`config.mk`:
```
export PLATFORM = sky130hd
export DESIGN_NAME = lru_page_replacement
export DESIGN_NICKNAME = d
export VERILOG_FILES = /design/src/hdl/lru_pr_pkg.sv /design/src/hdl/lru_pr_cell.sv /design/src/hdl/lru_page_replacement.sv
export SDC_FILE = /design/constraint.sdc
export NUM_CORES = 2
export LEC_CHECK = 0
export ABC_AREA = 1
export BUFFER_PORTS_ARGS = -buffer_cell sky130_fd_sc_hd__buf_2
export CORE_ASPECT_RATIO = 2
export CORE_MARGIN = 1.5
export CORE_UTILIZATION = 30
export DETAILED_ROUTE_END_ITERATION = 16
export HOLD_SLACK_MARGIN = 0.1
export PLACE_DENSITY = 0.56
export SKIP_LAST_GASP = 1
export SLEW_MARGIN = 25
export SYNTH_ARGS = -nofsm -noshare
export SYNTH_HDL_FRONTEND = slang
export SYNTH_SLANG_ARGS = --single-unit
export TNS_END_PERCENT = 50
```
`constraint.sdc`:
```
create_clock -name i_clk -period 10.24 [get_ports i_clk]
set_input_delay 2.048 -clock i_clk [delete_from_list [all_inputs] [get_ports i_clk]]
set_output_delay 2.048 -clock i_clk [all_outputs]
set_load 0.1 [all_outputs]
```
`src/hdl/lru_pr_pkg.sv`:
```
// lru_pr_pkg: shared constants and types for the lru page replacement block
// used by lru_pr_cell and lru_page_replacement, no dependencies
`default_nettype none

package lru_pr_pkg;

    localparam int MAX_WAYS  = 16;
    localparam int PAGE_BITS = 31;
    localparam int CFG_W     = 5;
    localparam int HIT_W     = 32;

    localparam logic [CFG_W-1:0] WAYS_RESET = CFG_W'(16);

    typedef struct packed {
        logic active;
        logic done;
        logic hit;
        logic ev_valid;
    } t_tok_ctl;

endpackage

`default_nettype wire

```
`src/hdl/lru_pr_cell.sv`:
```
// lru_pr_cell: one recency slot of the lru chain and the request stage that visits it
// depends on lru_pr_pkg
`default_nettype none

module lru_pr_cell #(
    parameter int MAX_WAYS  = lru_pr_pkg::MAX_WAYS,
    parameter int PAGE_BITS = lru_pr_pkg::PAGE_BITS,
    parameter int IDX       = 0
) (
    input  wire                         i_clk,
    input  wire                         i_rst_n,
    input  wire [$clog2(MAX_WAYS+1)-1:0] i_limit,
    input  lru_pr_pkg::t_tok_ctl        i_tok,
    input  wire [PAGE_BITS-1:0]         i_tok_page,
    input  wire [PAGE_BITS-1:0]         i_tok_carry,
    input  wire [PAGE_BITS-1:0]         i_tok_ev_page,
    input  wire                         i_next_valid,
    output lru_pr_pkg::t_tok_ctl        o_tok,
    output logic [PAGE_BITS-1:0]        o_tok_page,
    output logic [PAGE_BITS-1:0]        o_tok_carry,
    output logic [PAGE_BITS-1:0]        o_tok_ev_page,
    output logic                        o_valid
);

    localparam int LIM_W = $clog2(MAX_WAYS + 1);
    localparam logic [LIM_W-1:0] IDX_L = LIM_W'(IDX);

    lru_pr_pkg::t_tok_ctl   r_tok;
    logic [PAGE_BITS-1:0]   r_tok_page;
    logic [PAGE_BITS-1:0]   r_tok_carry;
    logic [PAGE_BITS-1:0]   r_tok_ev_page;
    logic [PAGE_BITS-1:0]   r_page;
    logic                   r_valid;

    logic [PAGE_BITS-1:0]   n_page;
    logic                   n_valid;

    logic                   w_match;
    logic [PAGE_BITS-1:0]   w_post_page;
    logic                   w_post_valid;
    logic                   w_done_out;
    logic                   w_hit_out;
    logic [PAGE_BITS-1:0]   w_carry_out;
    logic                   w_last;
    logic                   w_evict;

    always_comb begin
        w_match = r_valid && (r_page == r_tok_page);
        if (!r_tok.done) begin
            w_post_page  = r_tok_carry;
            w_post_valid = 1'b1;
            if (w_match) begin
                w_done_out  = 1'b1;
                w_hit_out   = 1'b1;
                w_carry_out = r_tok_carry;
            end else begin
                w_done_out  = !r_valid;
                w_hit_out   = 1'b0;
                w_carry_out = r_page;
            end
        end else begin
            w_post_page  = r_page;
            w_post_valid = r_valid;
            w_done_out   = 1'b1;
            w_hit_out    = 1'b0;
            w_carry_out  = r_tok_carry;
        end
        // last resident slot after this request, trimmed when past the limit
        w_last  = w_post_valid && w_done_out && !i_next_valid;
        w_evict = r_tok.active && w_last && (IDX_L >= i_limit);

        n_page  = r_tok.active ? w_post_page : r_page;
        n_valid = r_tok.active ? (w_post_valid && !w_evict) : r_valid;
    end

    always_comb begin
        o_tok.active   = r_tok.active;
        o_tok.done     = w_done_out;
        o_tok.hit      = r_tok.hit | w_hit_out;
        o_tok.ev_valid = r_tok.ev_valid | w_evict;
        o_tok_page     = r_tok_page;
        o_tok_carry    = w_carry_out;
        o_tok_ev_page  = w_evict ? w_post_page : r_tok_ev_page;
        o_valid        = r_valid;
    end

    always_ff @(posedge i_clk) begin
        if (!i_rst_n) begin
            r_tok   <= '0;
            r_valid <= 1'b0;
        end else begin
            r_tok   <= i_tok;
            r_valid <= n_valid;
        end
    end

    always_ff @(posedge i_clk) begin
        r_tok_page    <= i_tok_page;
        r_tok_carry   <= i_tok_carry;
        r_tok_ev_page <= i_tok_ev_page;
        r_page        <= n_page;
    end

endmodule

`default_nettype wire

```
`src/hdl/lru_page_replacement.sv`:
```
// lru_page_replacement: fully associative lru replacement over a chain of recency cells
// depends on lru_pr_pkg and lru_pr_cell
// a request walks the cell chain one cell per cycle and no new request is accepted
// until it has left the chain and the skid slot is empty; a finished result
//   waits in an output register with one skid slot
// reset: store empty, hit count zero, ways_in_use back to 16
`default_nettype none

module lru_page_replacement #(
    parameter int MAX_WAYS  = lru_pr_pkg::MAX_WAYS,
    parameter int PAGE_BITS = lru_pr_pkg::PAGE_BITS
) (
    input  wire                             i_clk,
    input  wire                             i_rst_n,
    input  wire                             i_cfg_we,
    input  wire [lru_pr_pkg::CFG_W-1:0]     i_cfg_data,
    input  wire                             i_valid,
    output logic                            o_stall,
    input  wire [PAGE_BITS-1:0]             i_page_number,
    output logic                            o_valid,
    input  wire                             i_stall,
    output logic                            o_hit,
    output logic                            o_evicted_valid,
    output logic [PAGE_BITS-1:0]            o_evicted_page,
    output logic [lru_pr_pkg::HIT_W-1:0]    o_hit_total
);

    localparam int LIM_W = $clog2(MAX_WAYS + 1);
    localparam int CFG_W = lru_pr_pkg::CFG_W;
    localparam int HIT_W = lru_pr_pkg::HIT_W;
    localparam int CW    = (LIM_W > CFG_W) ? LIM_W : CFG_W;

    logic [CFG_W-1:0]       r_ways;
    logic                   r_busy;
    logic [HIT_W-1:0]       r_hit_cnt;
    logic                   r_out_valid;
    logic                   r_out_hit;
    logic                   r_out_ev_valid;
    logic [PAGE_BITS-1:0]   r_out_ev_page;
    logic [HIT_W-1:0]       r_out_total;
    logic                   r_skid_valid;
    logic                   r_skid_hit;
    logic                   r_skid_ev_valid;
    logic [PAGE_BITS-1:0]   r_skid_ev_page;
    logic [HIT_W-1:0]       r_skid_total;

    logic                   n_busy;
    logic [HIT_W-1:0]       n_hit_cnt;
    logic                   n_out_valid;
    logic                   n_out_hit;
    logic                   n_out_ev_valid;
    logic [PAGE_BITS-1:0]   n_out_ev_page;
    logic [HIT_W-1:0]       n_out_total;
    logic                   n_skid_valid;
    logic                   n_skid_hit;
    logic                   n_skid_ev_valid;
    logic [PAGE_BITS-1:0]   n_skid_ev_page;
    logic [HIT_W-1:0]       n_skid_total;

    logic [CW-1:0]          w_ways_ext;
    logic [CW-1:0]          w_lim_ext;
    logic [LIM_W-1:0]       w_limit;
    logic                   w_accept;
    logic                   w_take;
    logic                   w_exit;
    logic                   w_x_hit;
    logic                   w_x_ev_valid;
    logic [PAGE_BITS-1:0]   w_x_ev_page;
    logic [HIT_W-1:0]       w_x_total;

    lru_pr_pkg::t_tok_ctl   w_tok     [MAX_WAYS+1];
    logic [PAGE_BITS-1:0]   w_tok_page [MAX_WAYS+1];
    logic [PAGE_BITS-1:0]   w_tok_carry [MAX_WAYS+1];
    logic [PAGE_BITS-1:0]   w_tok_ev_page [MAX_WAYS+1];
    logic                   w_cell_valid [MAX_WAYS+1];

    // effective way limit: zero acts as one, above the built depth acts as the depth
    always_comb begin
        w_ways_ext = CW'(r_ways);
        if (w_ways_ext == '0) begin
            w_lim_ext = CW'(1);
        end else if (w_ways_ext > CW'(MAX_WAYS)) begin
            w_lim_ext = CW'(MAX_WAYS);
        end else begin
            w_lim_ext = w_ways_ext;
        end
        w_limit = w_lim_ext[LIM_W-1:0];
    end

    assign o_stall  = r_busy || r_skid_valid;
    assign w_accept = i_valid && !o_stall;

    assign w_tok[0].active        = w_accept;
    assign w_tok[0].done          = 1'b0;
    assign w_tok[0].hit           = 1'b0;
    assign w_tok[0].ev_valid      = 1'b0;
    assign w_tok_page[0]          = i_page_number;
    assign w_tok_carry[0]         = i_page_number;
    assign w_tok_ev_page[0]       = '0;
    assign w_cell_valid[MAX_WAYS] = 1'b0;

    for (genvar g = 0; g < MAX_WAYS; g++) begin : g_cell
        lru_pr_cell #(
            .MAX_WAYS  (MAX_WAYS),
            .PAGE_BITS (PAGE_BITS),
            .IDX       (g)
        ) u_cell (
            .i_clk         (i_clk),
            .i_rst_n       (i_rst_n),
            .i_limit       (w_limit),
            .i_tok         (w_tok[g]),
            .i_tok_page    (w_tok_page[g]),
            .i_tok_carry   (w_tok_carry[g]),
            .i_tok_ev_page (w_tok_ev_page[g]),
            .i_next_valid  (w_cell_valid[g+1]),
            .o_tok         (w_tok[g+1]),
            .o_tok_page    (w_tok_page[g+1]),
            .o_tok_carry   (w_tok_carry[g+1]),
            .o_tok_ev_page (w_tok_ev_page[g+1]),
            .o_valid       (w_cell_valid[g])
        );
    end

    // a carry still pending past the last cell is the page pushed out of a full store
    always_comb begin
        w_exit       = w_tok[MAX_WAYS].active;
        w_x_hit      = w_tok[MAX_WAYS].hit;
        w_x_ev_valid = w_tok[MAX_WAYS].ev_valid || !w_tok[MAX_WAYS].done;
        w_x_ev_page  = w_tok[MAX_WAYS].done ? w_tok_ev_page[MAX_WAYS]
                                             : w_tok_carry[MAX_WAYS];
        w_x_total    = r_hit_cnt + HIT_W'(w_x_hit);
        w_take       = r_out_valid && !i_stall;
    end

    always_comb begin
        n_busy          = r_busy;
        n_hit_cnt       = r_hit_cnt;
        n_out_valid     = r_out_valid;
        n_out_hit       = r_out_hit;
        n_out_ev_valid  = r_out_ev_valid;
        n_out_ev_page   = r_out_ev_page;
        n_out_total     = r_out_total;
        n_skid_valid    = r_skid_valid;
        n_skid_hit      = r_skid_hit;
        n_skid_ev_valid = r_skid_ev_valid;
        n_skid_ev_page  = r_skid_ev_page;
        n_skid_total    = r_skid_total;

        if (w_accept) begin
            n_busy = 1'b1;
        end
        if (w_take) begin
            n_out_valid = 1'b0;
        end
        if (w_take && r_skid_valid) begin
            n_out_valid    = 1'b1;
            n_out_hit      = r_skid_hit;
            n_out_ev_valid = r_skid_ev_valid;
            n_out_ev_page  = r_skid_ev_page;
            n_out_total    = r_skid_total;
            n_skid_valid   = 1'b0;
        end
        if (w_exit) begin
            n_busy    = 1'b0;
            n_hit_cnt = w_x_total;
            if ((!r_out_valid || w_take) && !r_skid_valid) begin
                n_out_valid    = 1'b1;
                n_out_hit      = w_x_hit;
                n_out_ev_valid = w_x_ev_valid;
                n_out_ev_page  = w_x_ev_page;
                n_out_total    = w_x_total;
            end else begin
                n_skid_valid    = 1'b1;
                n_skid_hit      = w_x_hit;
                n_skid_ev_valid = w_x_ev_valid;
                n_skid_ev_page  = w_x_ev_page;
                n_skid_total    = w_x_total;
            end
        end
    end

    always_ff @(posedge i_clk) begin
        if (!i_rst_n) begin
            r_ways       <= lru_pr_pkg::WAYS_RESET;
            r_busy       <= 1'b0;
            r_hit_cnt    <= '0;
            r_out_valid  <= 1'b0;
            r_skid_valid <= 1'b0;
        end else begin
            if (i_cfg_we) begin
                r_ways <= i_cfg_data;
            end
            r_busy       <= n_busy;
            r_hit_cnt    <= n_hit_cnt;
            r_out_valid  <= n_out_valid;
            r_skid_valid <= n_skid_valid;
        end
    end

    always_ff @(posedge i_clk) begin
        r_out_hit       <= n_out_hit;
        r_out_ev_valid  <= n_out_ev_valid;
        r_out_ev_page   <= n_out_ev_page;
        r_out_total     <= n_out_total;
        r_skid_hit      <= n_skid_hit;
        r_skid_ev_valid <= n_skid_ev_valid;
        r_skid_ev_page  <= n_skid_ev_page;
        r_skid_total    <= n_skid_total;
    end

    assign o_valid         = r_out_valid;
    assign o_hit           = r_out_hit;
    assign o_evicted_valid = r_out_ev_valid;
    assign o_evicted_page  = r_out_ev_page;
    assign o_hit_total     = r_out_total;

endmodule

`default_nettype wire
```
==> results.ini <==
[detailed_routing]
drc_errors=0
wirelength_um=172000
vias=50600
detail_route.first_pass.iterations=5
drt.antenna.violating_nets=0
drtIter0Drc=2514
wl_per_cell_um=14.4
vias_per_cell=4.23

[setup_path]
required_ns=8.19
worstSetupPathType=reg2out
timing.reg2reg.worst_path_depth=20
cp-start-kind=flip-flop
critical_r2r_capture=r_hit_cnt[28]$_SDFFE_PN0P_
end_kind=primary output
timing.reg2reg.setup_slack_ns=6.53
crit_arrival_ns=1.77
critical_path.reg2reg.startpoint=g_cell[15].u_cell.r_page[18]$_DFFE_PP_
cp_max_fanout=5

[yosys]
synth_flop_cell=sky130_fd_sc_hd__dfxtp_1
synthDominantCellAreaShare_pct=41.7
synth-xor-area-share_pct=5.42
post_synth_simple_gate_area_pct=21.9
synth.cell_area_um2=77100
synth_cell_type_count=49
synth.area.top_cells=sky130_fd_sc_hd__dfxtp_1 (42%), sky130_fd_sc_hd__edfxtp_1 (22%), sky130_fd_sc_hd__nand2_1 (17%), sky130_fd_sc_hd__xnor2_1 (4.6%), sky130_fd_sc_hd__o21ai_0 (2.9%)
ys_ff_latch=2169
yosysWarningCount=0
post_synthesis_async_set_or_reset_flop_share_pct=0
synth_top_family_by_area=simple AND/OR/NAND/NOR gates
muxShareOfSynthArea_pct=0.545
post_synth_fa_ha_maj_area_fraction_pct=0.0324
seq_area_frac_synth_pct=63.6
count_of_mapped_cells_out_of_synthesis=8440
synth_compound_area_share_pct=4.26
syn_avg_cell_area_um2=9.14
synth-edff-count=561
yosys.area.top_type=sky130_fd_sc_hd__dfxtp_1

[sta]
setup_tns_ns=0
unrepaired_setup_endpoints_after_global_routing=false
drv_slew=0
min_period_ns=3.82
finalHoldWorstSlack_ns=0.320
min_period_over_period_pct=37.3
worst_slack_ns=6.42
report.final.setup_viol=0
clock-skew-final_ns=0.104
fmaxAchievable_ghz=0.262
final_hold_viol_count=0
timing.max_slew.rel_slack_pct=34.1
worst_slew_pin_slew_ns=0.988

[floorplanning]
top_level_ports=108
die-area_um2=260000
core_area_um2=256000
number_of_standard_cell_rows_in_the_floorplan=263
die_w_um=362
start_util_pct=30.1
die_height_um=720

[final_layout]
most-common-layout-cells=sky130_fd_sc_hd__nand2_1 (3562), sky130_fd_sc_hd__dfxtp_1 (1606), sky130_fd_sc_hd__edfxtp_1 (561)
areaGrowthSynthToFinish_pct=14.0
fin_util_pct=34.3
mostFrequentLayoutCell=sky130_fd_sc_hd__nand2_1
layout-drive-gt1-share_pct=7.18
layout.nets=8533

[worst_hold_path]
hold_path_class=reg2reg
holdPathStages=0
timing.hold.worst.start=g_cell[3].u_cell.o_tok_page[6]$_DFF_P_
whs_endpoint=g_cell[4].u_cell.o_tok_page[6]$_DFF_P_

[power_and_ir_drop]
p_comb_share_pct=3.9
leakage_nw=38.1
powerDensity_nw_per_um2=201
intPower_w=0.0139
post-layout-total-power_w=0.0177
vdd_drop_max_v=0.000124
sequentialPowerShare_pct=52.8
power.switching_fraction_pct=21.4
power.net_switching_w=0.00378
pwr-share-clk_pct=43.3

[clocking]
cts_tree=yes
post_cts_resize_count=0
clock_path_buffers=4
clockRootBuffer=sky130_fd_sc_hd__clkbuf_16
postCtsHoldBufs=0
tritoncts.num_buffers=203
clk-insertion-delay-late_ns=0.86
number_of_h_tree_levels=4
clkSinkCount=2169
clk_pin_slew_ns=0.06
cts.repair_timing.setup_buffer_count=0

[flow_run]
max_cap_violations=0

[global_routing]
grt_pass1_vias=51600
grt_max_degree=72
groute.usage.overall_pct=13.1
grt_remaining_overflow=0
initial_antenna_violation_count=8
grt_first_pass_wirelength_um=276000

[placement]
gp_routability_congestion=0.880
placement.io_buffers=107
placement.setup.worst_slack_ns=5.54
detailed_place_hpwl_um=134000

[status]
outcome=finished clean

## through the flow
stage / instance area [um2] / cells
2_1_floorplan: 77300 / 8471
3_5_place_dp: 81000 / 11600
5_1_grt: 87900 / 12000
3_3_place_gp: 81000 / 11600
4_1_cts: 87900 / 12000
6_report: 87900 / 12000
## layer usage
metal / global-route usage (%) / up-vias / part of all wire (%)
met1: 11.8 / 22700 / 34
met3: 1.69 / 385 / 3.1
met5: 0 / - / 0.0087
li1: - / 26600 / -
met4: 6.31 / 2 / 4.9
met2: 27.5 / 915 / 58
## sequential cells by signal (all words and copies together), names as in the netlist, 31 cells and up
| register | count |
|---|---|
| g_cell.u_cell.o_tok_page | 496 |
| g_cell.u_cell.r_page | 496 |
| g_cell.u_cell.r_tok_carry | 465 |
| g_cell.u_cell.r_tok_ev_page | 465 |
| g_cell.u_cell.r_tok | 45 |
| o_hit_total | 32 |
| r_hit_cnt | 32 |
| r_skid_total | 32 |
| o_evicted_page | 31 |
| r_skid_ev_page | 31 |
## final cells by class
cell class,count,area [um2]
diodes,5,12.5
clock buffers,308,6210
repair buffers,183,1110
fillers,26000,168000
multi-input cells,5475,25000
inverters,458,1720
flip-flops and latches,2169,49000
clock inverters,59,691
well taps,3312,4140
## how the worst max path moves through the flow
stage	from	end	slack, ns	cells past startpoint
3_3_place_gp	i_rst_n	r_hit_cnt[18]$_SDFFE_PN0P_	5.66	5
2_1_floorplan	i_stall	r_skid_ev_page[0]$_DFFE_PP_	4.83	2
3_5_place_dp	i_rst_n	r_hit_cnt[11]$_SDFFE_PN0P_	5.54	5
6_report	r_skid_valid$_SDFF_PN0_	o_stall	6.42	2
5_1_grt	g_cell[15].u_cell.r_page[19]$_DFFE_PP_	r_hit_cnt[28]$_SDFFE_PN0P_	6.30	19
4_1_cts	o_evicted_page[24]$_DFF_P_	o_evicted_page[24]	6.35	1
## power by group through the flow
stage	Sequential [W]	Combinational [W]	Clock [W]
final	0.00934	0.000694	0.00765
after global routing	0.00937	0.000800	0.00820
after CTS	0.00934	0.000704	0.00789
after detailed placement	0.00953	0.000702	0
after global placement	0.00953	0.000685	0
after floorplan	0.00946	0.000520	0
## cell usage after synthesis (2+ instances only)
master / n
sky130_fd_sc_hd__nor2_1: 279
sky130_fd_sc_hd__ha_1: 2
sky130_fd_sc_hd__nand3_1: 342
sky130_fd_sc_hd__nor3_1: 22
sky130_fd_sc_hd__buf_4: 4
sky130_fd_sc_hd__a211oi_1: 2
sky130_fd_sc_hd__nor3b_1: 2
sky130_fd_sc_hd__or2_2: 12
sky130_fd_sc_hd__xnor2_1: 406
sky130_fd_sc_hd__o21ai_1: 51
sky130_fd_sc_hd__nand4_1: 10
sky130_fd_sc_hd__o21a_1: 14
sky130_fd_sc_hd__nor2_4: 5
sky130_fd_sc_hd__buf_2: 126
sky130_fd_sc_hd__clkbuf_2: 20
sky130_fd_sc_hd__dfxtp_1: 1608
sky130_fd_sc_hd__and2_1: 10
sky130_fd_sc_hd__edfxtp_1: 561
sky130_fd_sc_hd__nand2_2: 14
sky130_fd_sc_hd__xor2_1: 62
sky130_fd_sc_hd__a22o_1: 4
sky130_fd_sc_hd__a21oi_1: 81
sky130_fd_sc_hd__inv_1: 413
sky130_fd_sc_hd__o21ai_2: 7
sky130_fd_sc_hd__o21ai_0: 449
sky130_fd_sc_hd__or2_1: 15
sky130_fd_sc_hd__inv_2: 44
sky130_fd_sc_hd__a21oi_2: 2
sky130_fd_sc_hd__buf_1: 15
sky130_fd_sc_hd__a31oi_1: 15
sky130_fd_sc_hd__nand2_1: 3563
sky130_fd_sc_hd__clkbuf_1: 204
sky130_fd_sc_hd__nand3_2: 4
sky130_fd_sc_hd__o22ai_1: 5
sky130_fd_sc_hd__mux2i_1: 42
sky130_fd_sc_hd__nor3_4: 2
sky130_fd_sc_hd__xor2_2: 5
sky130_fd_sc_hd__nor2_2: 7
## critical path, stage by stage (launching register included)
cell	delay, ns
sky130_fd_sc_hd__dfxtp_1	0.41
sky130_fd_sc_hd__or2_2	0.15
sky130_fd_sc_hd__buf_2	0.41
## cells by family (layout without fill, tap and decap cells)
family                   Yosys count  count (layout)
AO/OA/AOI/OAI                    632             632
XOR/XNOR                         473             473
adder cells (fa/ha/maj)            2               2
buffers and inverters            827            1008
flip-flops                      2169            2169
multiplexers                      42              42
other                              1              37
AND/OR/NAND/NOR                 4294            4294
No activity file was read; power rests on OpenSTA's default activity.
